==> config.mk <==
export PLATFORM = sky130hd
export DESIGN_NAME = keypad_four_function_calculator_flat
export DESIGN_NICKNAME = d
export VERILOG_FILES = /design/src/rtl/kpc_pkg.sv /design/src/rtl/kpc_ifs.sv /design/src/rtl/keypad_four_function_calculator.sv /design/src/flat_wrapper.sv
export SDC_FILE = /design/constraint.sdc
export NUM_CORES = 2
export LEC_CHECK = 0
export BUFFER_PORTS_ARGS = -buffer_cell sky130_fd_sc_hd__buf_2
export CORE_AREA = 2 2 231 324
export CTS_CLUSTER_SIZE = 16
export DETAILED_ROUTE_END_ITERATION = 8
export DIE_AREA = 0 0 233 326
export GPL_ROUTABILITY_DRIVEN = 0
export PLACE_DENSITY = 0.78
export SETUP_SLACK_MARGIN = 0.2
export SYNTH_ARGS = -nofsm -noshare
export SYNTH_HDL_FRONTEND = slang
export SYNTH_SLANG_ARGS = --single-unit
==> constraint.sdc <==
create_clock -name i_clk -period 10 [get_ports i_clk]
set_input_delay 2 -clock i_clk [delete_from_list [all_inputs] [get_ports i_clk]]
set_output_delay 2 -clock i_clk [all_outputs]
set_load 0.005 [all_outputs]
==> src/rtl/kpc_pkg.sv <==
`timescale 1ns / 1ps
`default_nettype none

package kpc_pkg;

    localparam int VALUE_BITS    = 48;
    localparam int FRACTION_BITS = 16;
    localparam int CMD_BITS      = 4;
    localparam int DIGIT_BITS    = 4;
    localparam int DISP_BITS     = 48;
    localparam int STATUS_BITS   = 2;

    localparam int NUM_BITS  = VALUE_BITS + FRACTION_BITS;
    localparam int PROD_BITS = 2 * VALUE_BITS;
    localparam int MAG_BITS  = (PROD_BITS - FRACTION_BITS > NUM_BITS) ?
                               (PROD_BITS - FRACTION_BITS) : NUM_BITS;
    localparam int CNT_BITS  = $clog2(NUM_BITS);
    localparam int WIDE_BITS = (VALUE_BITS > DISP_BITS) ? VALUE_BITS : DISP_BITS;

    typedef logic signed [VALUE_BITS-1:0] t_value;
    typedef logic signed [VALUE_BITS:0]   t_sum;
    typedef logic [VALUE_BITS-1:0]        t_mag;
    typedef logic [NUM_BITS-1:0]          t_num;
    typedef logic [PROD_BITS-1:0]         t_prod;
    typedef logic [MAG_BITS-1:0]          t_magw;
    typedef logic [CNT_BITS-1:0]          t_cnt;

    localparam t_value VALUE_MAX  = {1'b0, {(VALUE_BITS-1){1'b1}}};
    localparam t_value VALUE_MIN  = {1'b1, {(VALUE_BITS-1){1'b0}}};
    localparam t_value MAX_DIV10  = VALUE_MAX / 10;
    localparam t_value MIN_DIV10  = VALUE_MIN / 10;
    localparam t_mag   DIVISOR_TEN = t_mag'(10);
    localparam t_mag   DIGIT_MAX   = t_mag'(9);
    localparam t_mag   WHOLE_MASK  = ~((t_mag'(1) << FRACTION_BITS) - t_mag'(1));
    localparam t_magw  MAG_POS_LIM = t_magw'(t_mag'(VALUE_MAX));
    localparam t_magw  MAG_NEG_LIM = MAG_POS_LIM + t_magw'(1);

    typedef enum logic [CMD_BITS-1:0] {
        CMD_DIGIT   = 4'd0,
        CMD_NEGATE  = 4'd1,
        CMD_DELETE  = 4'd2,
        CMD_ADD     = 4'd3,
        CMD_SUB     = 4'd4,
        CMD_MUL     = 4'd5,
        CMD_DIV     = 4'd6,
        CMD_EQUALS  = 4'd7,
        CMD_CLEAR   = 4'd8
    } t_cmd;

    typedef enum logic [2:0] {
        OP_NONE = 3'd0,
        OP_ADD  = 3'd1,
        OP_SUB  = 3'd2,
        OP_MUL  = 3'd3,
        OP_DIV  = 3'd4
    } t_op;

    typedef enum logic [STATUS_BITS-1:0] {
        STAT_OK   = 2'd0,
        STAT_DIVZ = 2'd1,
        STAT_OVF  = 2'd2
    } t_status;

    typedef enum logic [2:0] {
        K_ADD,
        K_SUB,
        K_MUL,
        K_DIV,
        K_KEEP,
        K_NEG,
        K_DEL,
        K_ZERO
    } t_kind;

    typedef enum logic [1:0] {
        WB_NONE,
        WB_OPND,
        WB_CHAIN,
        WB_LAST
    } t_wb;

    typedef enum logic [2:0] {
        S_IDLE,
        S_DIGIT,
        S_ALU,
        S_MUL,
        S_DIV,
        S_SIGN,
        S_EMIT
    } t_state;

    typedef struct packed {
        t_status status;
        t_value  value;
    } t_res;

    function automatic t_res sat_sum(input t_sum s);
        t_res r;
        r.status = STAT_OK;
        r.value  = s[VALUE_BITS-1:0];
        if (s[VALUE_BITS] != s[VALUE_BITS-1]) begin
            r.status = STAT_OVF;
            r.value  = s[VALUE_BITS] ? VALUE_MIN : VALUE_MAX;
        end
        return r;
    endfunction

    function automatic t_res sat_mag(input t_magw m, input logic neg);
        t_res r;
        r.status = STAT_OK;
        if (neg) begin
            if (m > MAG_NEG_LIM) begin
                r.status = STAT_OVF;
                r.value  = VALUE_MIN;
            end else begin
                r.value = t_value'(0) - t_value'(m[VALUE_BITS-1:0]);
            end
        end else begin
            if (m > MAG_POS_LIM) begin
                r.status = STAT_OVF;
                r.value  = VALUE_MAX;
            end else begin
                r.value = t_value'(m[VALUE_BITS-1:0]);
            end
        end
        return r;
    endfunction

    function automatic t_mag magnitude(input t_value v);
        return v[VALUE_BITS-1] ? (t_mag'(0) - t_mag'(v)) : t_mag'(v);
    endfunction

    function automatic logic [DISP_BITS-1:0] to_disp(input t_value v);
        logic signed [WIDE_BITS-1:0] w;
        w = WIDE_BITS'(v);
        return w[DISP_BITS-1:0];
    endfunction

endpackage

`default_nettype wire

==> src/rtl/kpc_ifs.sv <==
`timescale 1ns / 1ps
`default_nettype none

interface kpc_key_if;
    import kpc_pkg::*;

    logic                  valid;
    logic                  ready;
    logic [CMD_BITS-1:0]   command;
    logic [DIGIT_BITS-1:0] digit;

    modport source (output valid, output command, output digit, input ready);
    modport sink (input valid, input command, input digit, output ready);
endinterface

interface kpc_disp_if;
    import kpc_pkg::*;

    logic                          valid;
    logic                          ready;
    logic signed [DISP_BITS-1:0]   display_value;
    logic [STATUS_BITS-1:0]        status;

    modport source (output valid, output display_value, output status, input ready);
    modport sink (input valid, input display_value, input status, output ready);
endinterface

`default_nettype wire

==> src/rtl/keypad_four_function_calculator.sv <==
// Add, subtract, negate, clear, equals with no pending operator and a division by zero pass ALU
// and emit; a digit passes the digit state first (a saturating one goes from there to emit). Multiply
// also passes the multiply state (one multiplier bit a cycle), divide and delete the divide state
// (one of 64 quotient bits a cycle), then the sign state. Equals and a chaining operator take the
// path of the pending operation. One key is in work at a time, and an unread result holds the next one back.
// Synchronous active-low reset clears operands, flags, operator and the output valid flag.
`timescale 1ns / 1ps
`default_nettype none

module keypad_four_function_calculator (
    input  wire        i_clk,
    input  wire        i_rst_n,
    kpc_key_if.sink    i_key,
    kpc_disp_if.source o_disp
);
    import kpc_pkg::*;

    t_state  r_state, n_state;
    t_value  r_first, n_first;
    t_value  r_second, n_second;
    t_value  r_last, n_last;
    t_op     r_op, n_op;
    logic    r_es, n_es;
    logic    r_ae, n_ae;
    logic    r_out_valid, n_out_valid;

    t_value  r_a, n_a;
    t_value  r_b, n_b;
    t_mag    r_dig, n_dig;
    t_kind   r_kind, n_kind;
    t_wb     r_wb, n_wb;
    logic    r_tgt2, n_tgt2;
    logic    r_neg, n_neg;
    t_prod   r_prod, n_prod;
    t_mag    r_mcand, n_mcand;
    t_num    r_num, n_num;
    t_mag    r_rem, n_rem;
    t_mag    r_dvs, n_dvs;
    t_cnt    r_cnt, n_cnt;
    t_res    r_res, n_res;
    logic [DISP_BITS-1:0]   r_out_value, n_out_value;
    logic [STATUS_BITS-1:0] r_out_status, n_out_status;

    logic    w_in_ready;
    logic    w_in_acc;
    logic    w_emit;
    logic    w_dig_ovp;
    logic    w_dig_ovn;
    t_kind   w_op_kind;
    t_op     w_new_op;
    t_value  w_opnd;
    t_mag    w_mag_a;
    t_mag    w_mag_b;
    t_mag    w_rem2;
    logic [VALUE_BITS:0] w_diff;
    logic [VALUE_BITS:0] w_psum;
    t_magw   w_mag_out;

    assign w_in_acc  = i_key.valid && w_in_ready;
    assign w_dig_ovp = r_a > MAX_DIV10;
    assign w_dig_ovn = r_a < MIN_DIV10;
    assign w_opnd    = r_ae ? t_value'(0) : (r_es ? r_second : r_first);
    assign w_mag_a   = magnitude(r_a);
    assign w_mag_b   = magnitude(r_b);
    assign w_rem2    = {r_rem[VALUE_BITS-2:0], r_num[NUM_BITS-1]};
    assign w_diff    = {1'b0, w_rem2} - {1'b0, r_dvs};
    assign w_psum    = r_prod[0] ? ({1'b0, r_prod[PROD_BITS-1:VALUE_BITS]} + {1'b0, r_mcand})
                                 : {1'b0, r_prod[PROD_BITS-1:VALUE_BITS]};

    always_comb begin
        case (r_op)
            OP_ADD:  w_op_kind = K_ADD;
            OP_SUB:  w_op_kind = K_SUB;
            OP_MUL:  w_op_kind = K_MUL;
            OP_DIV:  w_op_kind = K_DIV;
            default: w_op_kind = K_KEEP;
        endcase
    end

    always_comb begin
        case (i_key.command)
            CMD_ADD: w_new_op = OP_ADD;
            CMD_SUB: w_new_op = OP_SUB;
            CMD_MUL: w_new_op = OP_MUL;
            CMD_DIV: w_new_op = OP_DIV;
            default: w_new_op = OP_NONE;
        endcase
    end

    always_comb begin
        case (r_kind)
            K_MUL:   w_mag_out = t_magw'(r_prod >> FRACTION_BITS);
            K_DEL:   w_mag_out = t_magw'(r_num[VALUE_BITS-1:0] & WHOLE_MASK);
            default: w_mag_out = t_magw'(r_num);
        endcase
    end

    always_comb begin
        w_in_ready = (r_state == S_IDLE);
        w_emit     = (r_state == S_EMIT) && (!r_out_valid || o_disp.ready);
    end

    assign i_key.ready          = w_in_ready;
    assign o_disp.valid         = r_out_valid;
    assign o_disp.display_value = r_out_value;
    assign o_disp.status        = r_out_status;

    always_comb begin
        n_state = r_state;
        case (r_state)
            S_IDLE: begin
                if (w_in_acc) begin
                    case (i_key.command)
                        CMD_DIGIT:                               n_state = S_DIGIT;
                        CMD_NEGATE, CMD_DELETE, CMD_EQUALS, CMD_CLEAR: n_state = S_ALU;
                        CMD_ADD, CMD_SUB, CMD_MUL, CMD_DIV:      n_state = r_es ? S_ALU : S_IDLE;
                        default:                                 n_state = S_IDLE;
                    endcase
                end
            end
            S_DIGIT: begin
                n_state = (w_dig_ovp || w_dig_ovn) ? S_EMIT : S_ALU;
            end
            S_ALU: begin
                case (r_kind)
                    K_MUL:   n_state = S_MUL;
                    K_DIV:   n_state = (r_b == t_value'(0)) ? S_EMIT : S_DIV;
                    K_DEL:   n_state = S_DIV;
                    default: n_state = S_EMIT;
                endcase
            end
            S_MUL, S_DIV: begin
                if (r_cnt == t_cnt'(0)) begin
                    n_state = S_SIGN;
                end
            end
            S_SIGN: begin
                n_state = S_EMIT;
            end
            S_EMIT: begin
                if (w_emit) begin
                    n_state = S_IDLE;
                end
            end
            default: n_state = S_IDLE;
        endcase
    end

    always_comb begin
        n_first      = r_first;
        n_second     = r_second;
        n_last       = r_last;
        n_op         = r_op;
        n_es         = r_es;
        n_ae         = r_ae;
        n_a          = r_a;
        n_b          = r_b;
        n_dig        = r_dig;
        n_kind       = r_kind;
        n_wb         = r_wb;
        n_tgt2       = r_tgt2;
        n_neg        = r_neg;
        n_prod       = r_prod;
        n_mcand      = r_mcand;
        n_num        = r_num;
        n_rem        = r_rem;
        n_dvs        = r_dvs;
        n_cnt        = r_cnt;
        n_res        = r_res;
        n_out_valid  = r_out_valid && !o_disp.ready;
        n_out_value  = r_out_value;
        n_out_status = r_out_status;

        case (r_state)
            S_IDLE: begin
                if (w_in_acc) begin
                    case (i_key.command)
                        CMD_DIGIT, CMD_NEGATE, CMD_DELETE: begin
                            if (r_ae) begin
                                n_first  = t_value'(0);
                                n_second = t_value'(0);
                                n_last   = t_value'(0);
                                n_op     = OP_NONE;
                                n_es     = 1'b0;
                                n_ae     = 1'b0;
                            end
                            n_tgt2 = !r_ae && r_es;
                            n_a    = w_opnd;
                            n_wb   = WB_OPND;
                            n_dig  = (t_mag'(i_key.digit) > DIGIT_MAX) ? DIGIT_MAX
                                                                       : t_mag'(i_key.digit);
                            n_kind = (i_key.command == CMD_NEGATE) ? K_NEG : K_DEL;
                        end
                        CMD_ADD, CMD_SUB, CMD_MUL, CMD_DIV: begin
                            n_ae = 1'b0;
                            n_op = w_new_op;
                            if (r_es) begin
                                n_a      = r_first;
                                n_b      = r_second;
                                n_kind   = w_op_kind;
                                n_second = t_value'(0);
                                n_wb     = WB_CHAIN;
                            end else begin
                                n_es = 1'b1;
                            end
                        end
                        CMD_EQUALS: begin
                            n_a = r_ae ? r_last : r_first;
                            if (r_ae) begin
                                n_first = r_last;
                            end
                            n_b    = r_second;
                            n_kind = w_op_kind;
                            n_ae   = 1'b1;
                            n_wb   = WB_LAST;
                        end
                        CMD_CLEAR: begin
                            n_first  = t_value'(0);
                            n_second = t_value'(0);
                            n_last   = t_value'(0);
                            n_op     = OP_NONE;
                            n_es     = 1'b0;
                            n_ae     = 1'b0;
                            n_kind   = K_ZERO;
                            n_wb     = WB_NONE;
                        end
                        default: begin
                        end
                    endcase
                end
            end
            S_DIGIT: begin
                if (w_dig_ovp) begin
                    n_res.value  = VALUE_MAX;
                    n_res.status = STAT_OVF;
                end else if (w_dig_ovn) begin
                    n_res.value  = VALUE_MIN;
                    n_res.status = STAT_OVF;
                end else begin
                    n_a    = (r_a <<< 3) + (r_a <<< 1);
                    n_b    = t_value'(r_dig << FRACTION_BITS);
                    n_kind = K_ADD;
                end
            end
            S_ALU: begin
                case (r_kind)
                    K_ADD: n_res = sat_sum(t_sum'(r_a) + t_sum'(r_b));
                    K_SUB: n_res = sat_sum(t_sum'(r_a) - t_sum'(r_b));
                    K_NEG: begin
                        n_res.status = (r_a == VALUE_MIN) ? STAT_OVF : STAT_OK;
                        n_res.value  = (r_a == VALUE_MIN) ? VALUE_MAX : (t_value'(0) - r_a);
                    end
                    K_KEEP: begin
                        n_res.status = STAT_OK;
                        n_res.value  = r_last;
                    end
                    K_ZERO: begin
                        n_res.status = STAT_OK;
                        n_res.value  = t_value'(0);
                    end
                    K_MUL: begin
                        n_mcand = w_mag_a;
                        n_prod  = t_prod'(w_mag_b);
                        n_neg   = r_a[VALUE_BITS-1] ^ r_b[VALUE_BITS-1];
                        n_cnt   = t_cnt'(VALUE_BITS - 1);
                    end
                    K_DIV: begin
                        if (r_b == t_value'(0)) begin
                            n_res.status = STAT_DIVZ;
                            n_res.value  = r_a[VALUE_BITS-1] ? VALUE_MIN : VALUE_MAX;
                        end else begin
                            n_num = t_num'(w_mag_a) << FRACTION_BITS;
                            n_dvs = w_mag_b;
                            n_rem = t_mag'(0);
                            n_neg = r_a[VALUE_BITS-1] ^ r_b[VALUE_BITS-1];
                            n_cnt = t_cnt'(NUM_BITS - 1);
                        end
                    end
                    K_DEL: begin
                        n_num = t_num'(w_mag_a);
                        n_dvs = DIVISOR_TEN;
                        n_rem = t_mag'(0);
                        n_neg = r_a[VALUE_BITS-1];
                        n_cnt = t_cnt'(NUM_BITS - 1);
                    end
                    default: begin
                    end
                endcase
            end
            S_MUL: begin
                n_prod = {w_psum, r_prod[VALUE_BITS-1:1]};
                n_cnt  = r_cnt - t_cnt'(1);
            end
            S_DIV: begin
                n_rem = w_diff[VALUE_BITS] ? w_rem2 : w_diff[VALUE_BITS-1:0];
                n_num = {r_num[NUM_BITS-2:0], !w_diff[VALUE_BITS]};
                n_cnt = r_cnt - t_cnt'(1);
            end
            S_SIGN: begin
                n_res = sat_mag(w_mag_out, r_neg);
            end
            S_EMIT: begin
                if (w_emit) begin
                    n_out_valid  = 1'b1;
                    n_out_value  = to_disp(r_res.value);
                    n_out_status = r_res.status;
                    case (r_wb)
                        WB_OPND: begin
                            if (r_tgt2) begin
                                n_second = r_res.value;
                            end else begin
                                n_first = r_res.value;
                            end
                        end
                        WB_CHAIN: begin
                            n_last  = r_res.value;
                            n_first = r_res.value;
                        end
                        WB_LAST: n_last = r_res.value;
                        default: begin
                        end
                    endcase
                end
            end
            default: begin
            end
        endcase
    end

    always_ff @(posedge i_clk) begin
        if (!i_rst_n) begin
            r_state     <= S_IDLE;
            r_first     <= t_value'(0);
            r_second    <= t_value'(0);
            r_last      <= t_value'(0);
            r_op        <= OP_NONE;
            r_es        <= 1'b0;
            r_ae        <= 1'b0;
            r_out_valid <= 1'b0;
        end else begin
            r_state     <= n_state;
            r_first     <= n_first;
            r_second    <= n_second;
            r_last      <= n_last;
            r_op        <= n_op;
            r_es        <= n_es;
            r_ae        <= n_ae;
            r_out_valid <= n_out_valid;
        end
    end

    always_ff @(posedge i_clk) begin
        r_a          <= n_a;
        r_b          <= n_b;
        r_dig        <= n_dig;
        r_kind       <= n_kind;
        r_wb         <= n_wb;
        r_tgt2       <= n_tgt2;
        r_neg        <= n_neg;
        r_prod       <= n_prod;
        r_mcand      <= n_mcand;
        r_num        <= n_num;
        r_rem        <= n_rem;
        r_dvs        <= n_dvs;
        r_cnt        <= n_cnt;
        r_res        <= n_res;
        r_out_value  <= n_out_value;
        r_out_status <= n_out_status;
    end

endmodule

`default_nettype wire
==> src/flat_wrapper.sv <==
// flat-port wrapper written by rule: the top's interface ports become plain ports
module keypad_four_function_calculator_flat import kpc_pkg::*;
  (i_clk, i_rst_n, i_key_valid, i_key_command, i_key_digit, i_key_ready, o_disp_valid, o_disp_display_value, o_disp_status, o_disp_ready);
  kpc_key_if i_key_i ();
  kpc_disp_if o_disp_i ();
  input  wire i_clk;
  input  wire i_rst_n;
  input wire logic [$bits(i_key_i.valid)-1:0] i_key_valid;
  input wire logic [$bits(i_key_i.command)-1:0] i_key_command;
  input wire logic [$bits(i_key_i.digit)-1:0] i_key_digit;
  output wire logic [$bits(i_key_i.ready)-1:0] i_key_ready;
  output wire logic [$bits(o_disp_i.valid)-1:0] o_disp_valid;
  output wire logic [$bits(o_disp_i.display_value)-1:0] o_disp_display_value;
  output wire logic [$bits(o_disp_i.status)-1:0] o_disp_status;
  input wire logic [$bits(o_disp_i.ready)-1:0] o_disp_ready;
  assign i_key_i.valid = i_key_valid;
  assign i_key_i.command = i_key_command;
  assign i_key_i.digit = i_key_digit;
  assign i_key_ready = i_key_i.ready;
  assign o_disp_valid = o_disp_i.valid;
  assign o_disp_display_value = o_disp_i.display_value;
  assign o_disp_status = o_disp_i.status;
  assign o_disp_i.ready = o_disp_ready;
  keypad_four_function_calculator u_core (.i_clk(i_clk), .i_rst_n(i_rst_n), .i_key(i_key_i), .o_disp(o_disp_i));
endmodule
== Word-level counts from Yosys, hierarchy flattened ==
Index checks and enable logic that the tools add are counted.

* Register bits: 669
* Latch bits: 0
* Memory bits (writable): 0
* Memory bits (read-only): 0
* Input bits: 12
* Output and inout port bits: 52
* Memories: 0

* Add/sub/neg operators: 10
* Multipliers: 0
* Div/mod/pow operators: 0
* $lt $le $gt $ge: 5
* Eq/ne operators: 59
* Shift operators: 0
* Mux-type cells: 98
* Bitwise gates (word level): 1
* Reduce and logical (&&, ||, !) cells: 51

{| class="wikitable"
|+ Operators by type and width
! cell !! count
|-
| 2-to-1 mux 48 bit || 32
|-
| case mux 48 bit (2 select lines) || 9
|-
| case mux 48 bit (3 select lines) || 3
|-
| 2-to-1 mux 50 bit || 6
|-
| case mux 50 bit (6 select lines) || 1
|-
| case mux 64 bit (2 select lines) || 2
|-
| case mux 96 bit (2 select lines) || 1
|-
| subtractor 1 x 48 -> 48 bit (first input constant) || 4
|-
| case mux 47 bit (2 select lines) || 2
|-
| case mux 80 bit (2 select lines) || 1
|-
| case mux 50 bit (3 select lines) || 1
|-
| adder 48 x 48 -> 49 bit || 2
|-
| subtractor 48 x 48 -> 49 bit || 2
|-
| 2-to-1 mux 96 bit || 1
|-
| 2-to-1 mux 47 bit || 2
|-
| > comparator 80 x 47 -> 1 bit (second input constant) || 1
|-
| > comparator 80 x 48 -> 1 bit (second input constant) || 1
|-
| 2-to-1 mux 64 bit || 1
|-
| 2-to-1 mux 49 bit || 1
|-
| adder 48 bit || 1
|-
| equality test 48 bit (second input constant) || 1
|-
| > comparator 48 x 45 -> 1 bit (second input constant) || 1
|-
| zero test 48 bit || 1
|-
| less-than comparator 48 x 45 -> 1 bit (second input constant) || 1
|-
| 54 further kinds || 146
|}

== Longest topological paths before layout ==
* Depth in word-level cells: 6
* Mapped depth: 22
* Mapped depth without buffers: 21

== Worst setup path before layout ==
No wires, ideal clock.

* Path type: reg-to-reg
* Start point: reg u_core.r_kind[0]
* End point: reg u_core.r_prod[0] (enable)
* Setup time: 0.686 ns
* Arrival time: 8.168 ns
* Setup slack: 1.146 ns
* Stages on the path, launching flop included: 6
* Buffers on the path: 3
* Clock period less this slack: 8.854 ns
* Path through: edfxtp_1 -> or3b_1 -> buf_2 -> clkbuf_1 -> clkbuf_1 -> o21ai_0

* Cells in the longest elaborated chain, start to end: 3

{| class="wikitable"
|+ Ends and longest elaborated chain
! item !! RTL line !! RTL
|-
| start: declaration || keypad_four_function_calculator.sv:30 || <nowiki>t_kind r_kind, n_kind;</nowiki>
|-
| start signal: assignment || keypad_four_function_calculator.sv:356 || <nowiki>r_kind <= n_kind;</nowiki>
|-
| equality test 3 x 2 -> 1 bit || keypad_four_function_calculator.sv:246 || <nowiki>case (r_kind)</nowiki>
|-
| != test 2 x 1 -> 1 bit (no source line) || n/a ||
|-
| AND reduction 2 bit (no source line) || n/a ||
|-
| end signal: assignment || keypad_four_function_calculator.sv:360 || <nowiki>r_prod <= n_prod;</nowiki>
|-
| end: declaration || keypad_four_function_calculator.sv:34 || <nowiki>t_prod r_prod, n_prod;</nowiki>
|}

No other way between the ends.
A chain may end at the register's enable or synchronous reset.

==> summary.txt <==
Placed design
  – Dpl ws: 4.13 ns
  – PortBufs: 63
  – DP HPWL: 109000 um
  – Cell total after placement: around 6000

STA
  – Worst slew pin tran: 1.41 ns
  – Number of max-slew violations in the final report: 0
  – Endpoints failing hold: 0
  – Setup TNS: 0 ns
  – Setup violators final: 0
  – Fmax: 0.159 GHz
  – RSZ-0062 raised after global routing: no
  – Period utilisation layout: a little over three fifths
  – Final setup margin: 3.73 ns
  – Relative slew margins: about 5%
  – Final Critical Period: about 6.3 ns
  – Worst clock skew: 0.0248 ns

Layout
  – Fillers: between 5000 and 6000
  – Area added between synthesis and finish: 6.40%
  – Post-Layout Cell Count: 6173
  – Fin nets: 5423
  – Multi-input gate area: ~27000 um^2
  – Reg area: roughly 19000 um^2
  – Proportion of layout cells with a drive suffix above 1: 6.41%

Power
  – Power per Cell Area: approximately 300 nW/um^2
  – Net Sw Frac: 46.0%
  – Leak: 19.1 nW
  – Cell Int Power: approximately 8.0 mW
  – Worst vdd ir: 0.221 mV
  – Clock Power Share: 18.1%
  – Flop pwr share: 31.6%
  – Combinational power share: between 50% and 60%
  – P_sw: 6.78 mW

Floorplan
  – Chip height: between 300 and 400 um
  – Die area: 76000 um^2
  – Cell Rows: 118
  – Die W: 233 um
  – CORE AREA: 73400 um^2
  – Top Ports: 64
  – Initial Util: approximately 64%

Synthesis
  – Synth Register Bits: about 670
  – Yosys cell types: 100
  – Share of flip-flops with an asynchronous set or reset: 0%
  – Mapped cell area: 47200 um^2
  – Most used DFF post-synth: edfxtp_1
  – Gate Count Post-Synth: 5313
  – Top cells by area, synth: edfxtp_1 (33%), ha_1 (6.6%), dfxtp_1 (6.5%)
  – Mapped Avg Cell Area: around 8.9 um^2
  – Post-synth net total: 5578
  – Synth Warn #: 0
  – Top-area cell type share of the netlist area: 32.9%
  – Area leader, netlist: edfxtp_1
  – Post-synth EDFFs: 516
  – Seq/Total Area, Yosys: about two fifths

Critical path
  – Worst path arrival time: 6.70 ns
  – Crit path capture type: flop
  – CP max FO: 47
  – Worst setup SP type: flop
  – Worst path required time: 10.43 ns
  – WS Path Type: flop to flop

Route
  – DRT Wirelength: 149000 um
  – Wire per inst: roughly 24 um
  – Post-route ant nets: 0
  – Vias: 41800
  – Drt pass-1 iters: 7
  – DRC violations left: 0
  – 1st-iter DRT viols: 5466
  – Vias/cell: between 6 and 7

Clock network
  – H-tree Lvls: 3
  – Hold buffer count at cts: 0
  – CTS sink cnt: 669
  – Clock tree buffer depth: 3
  – CTS-repair resized insts: 0
  – TritonCTS buffer count: 68
  – Later-pin clock latency in the skew report: ~0.64 ns
  – CTS Root Cell: clkbuf_16
  – CTS tree: yes
  – Clock-pin slew on the worst setup and hold paths: roughly 0.060 ns
  – Setup bufs post-CTS: 0

GRT
  – Grt ovf: 0
  – Initial antenna violation count: 5
  – Vias in the first global route: 39100
  – Largest net degree at the start of global routing: 102
  – Tot GR Track Use: between 30% and 40%
  – First-pass GRT wire length: around 230000 um

Flow run
  – MaxCap Viol Count: 0

Hold path
  – Hold crit path type: flop to flop

Status
  – Outcome: finished clean
-- state kept, by name, indices dropped and copies added (netlist names), 47 cells and up --
name / cells
u_core.r_prod: 96
u_core.r_num: 64
u_core.r_res: 50
u_core.o_disp.display_value: 48
u_core.r_a: 48
u_core.r_b: 48
u_core.r_dvs: 48
u_core.r_first: 48
u_core.r_last: 48
u_core.r_mcand: 48
u_core.r_second: 48
u_core.r_rem: 47
-- synth_stat cells (108+ instances only) --
cell type,count
inv_1,221
mux2i_1,113
o21ai_0,340
edfxtp_1,516
ha_1,248
nand2_1,558
and2_1,158
dfxtp_1,153
a21o_1,110
nor2_1,515
nand3_1,125
a221oi_1,108
xnor2_1,261
a21oi_1,471
clkbuf_1,274
-- area by class of cell --
| class | count | share of cell area, % |
|---|---|---|
| Sequential cell | 669 | 37.0 |
| Antenna cell | 3 | 0.0150 |
| Inverter | 225 | 1.68 |
| Tap cell | 960 | 2.39 |
| Clock inverter | 28 | 0.541 |
| Timing Repair Buffer | 115 | 1.41 |
| Clock buffer | 94 | 4.00 |
| Multi-Input combinational cell | 4079 | 53.0 |
-- stage by stage --
step | cell area, um^2 | util (%) | hold WS, ns | total power, mW
floorplan | 47200 | - | 0.400 | 9.56
global placement | 47900 | 65.3 | 0.463 | 11.6
detailed placement | 47900 | 65.3 | 0.465 | 11.7
CTS | 50200 | 68.4 | 0.481 | 14.4
global route | 50200 | 68.4 | 0.477 | 15.4
finish | 50200 | 68.4 | 0.478 | 14.8
-- power groups by stage --
stage               clock (mW)  combinational [mW]  sequential, mW
global route              2.78                7.91            4.69
global placement             0                6.98            4.64
detailed placement           0                7.10            4.64
CTS                       2.68                7.13            4.61
finish                    2.67                7.42            4.66
floorplan                    0                5.25            4.31
-- routing by layer --
layer / vias to the layer above / part of all wire, % / GRT usage [%]
met5: - / 0.034 / 0
met4: 4 / 8.0 / 26.2
met3: 648 / 12 / 9.00
met2: 2529 / 44 / 58.8
met1: 19600 / 37 / 48.8
li1: 19000 / - / -
-- placed cells by master, fill, tap and decap left out, types with 29 or more instances in the layout --
cell	count
nand2_1	555
edfxtp_1	516
nor2_1	509
a21oi_1	469
o21ai_0	339
xnor2_1	261
ha_1	248
inv_1	221
and2_1	157
dfxtp_1	152
nand3_1	123
mux2i_1	113
a21o_1	110
a221oi_1	108
xor2_1	107
nor3_1	77
clkbuf_16	76
buf_2	62
nand4_1	61
nand2b_1	61
o211a_1	53
buf_4	53
or3_1	51
a211oi_1	45
o31ai_1	41
nor4_1	40
o21bai_1	40
nor2b_1	37
a221o_1	36
a31oi_1	33
o211ai_1	29
a22o_1	29
-- cell families (layout without fill, tap and decap cells) --
kind of cell / count (synthesis) / count (layout) / synth area share (%)
xor gates and xnor gates: 368 / 368 / 6.83
DFF: 669 / 669 / 39.3
other: 0 / 3 / 0
and+or+nand+nor: 1795 / 1795 / 18.0
buffers and inverters: 565 / 462 / 4.76
adders and majority gates: 254 / 254 / 6.81
AOI/OAI and AO/OA: 1544 / 1544 / 21.7
muxes: 118 / 118 / 2.52
-- path summary, 6_finish.rpt --
path / startpoint / endpoint / slack, ns / depth (start not counted)
setup / recovery: u_core.r_a[3]$_DFFE_PP_ / u_core.r_res[3]$_DFFE_PP_ / 3.73 / 19
hold / removal: u_core.r_res[48]$_DFFE_PP_ / u_core.o_disp.status[0]$_DFFE_PP_ / 0.48 / 0
setup reg to reg: u_core.r_a[3]$_DFFE_PP_ / u_core.r_res[3]$_DFFE_PP_ / 3.73 / 19
hold reg to reg: u_core.r_res[48]$_DFFE_PP_ / u_core.o_disp.status[0]$_DFFE_PP_ / 0.48 / 0
-- critical path: stages (launching register included) --
cell and delay (ns):
edfxtp_1 0.60, ha_1 0.55, o21ai_0 0.13, a21oi_1 0.26, o31ai_1 0.18, o211ai_1 0.41, nand3_1 0.22, o21ai_0 0.71
o41ai_1 0.22, o31ai_1 0.58, nand2_1 0.13, a21oi_1 0.21, xnor2_1 0.11, ha_1 0.34, buf_4 0.47, inv_1 0.26
o21ai_0 0.15, nand2_1 0.08, a221o_1 0.36, o211ai_1 0.09
(Power assumes the default switching activity.)
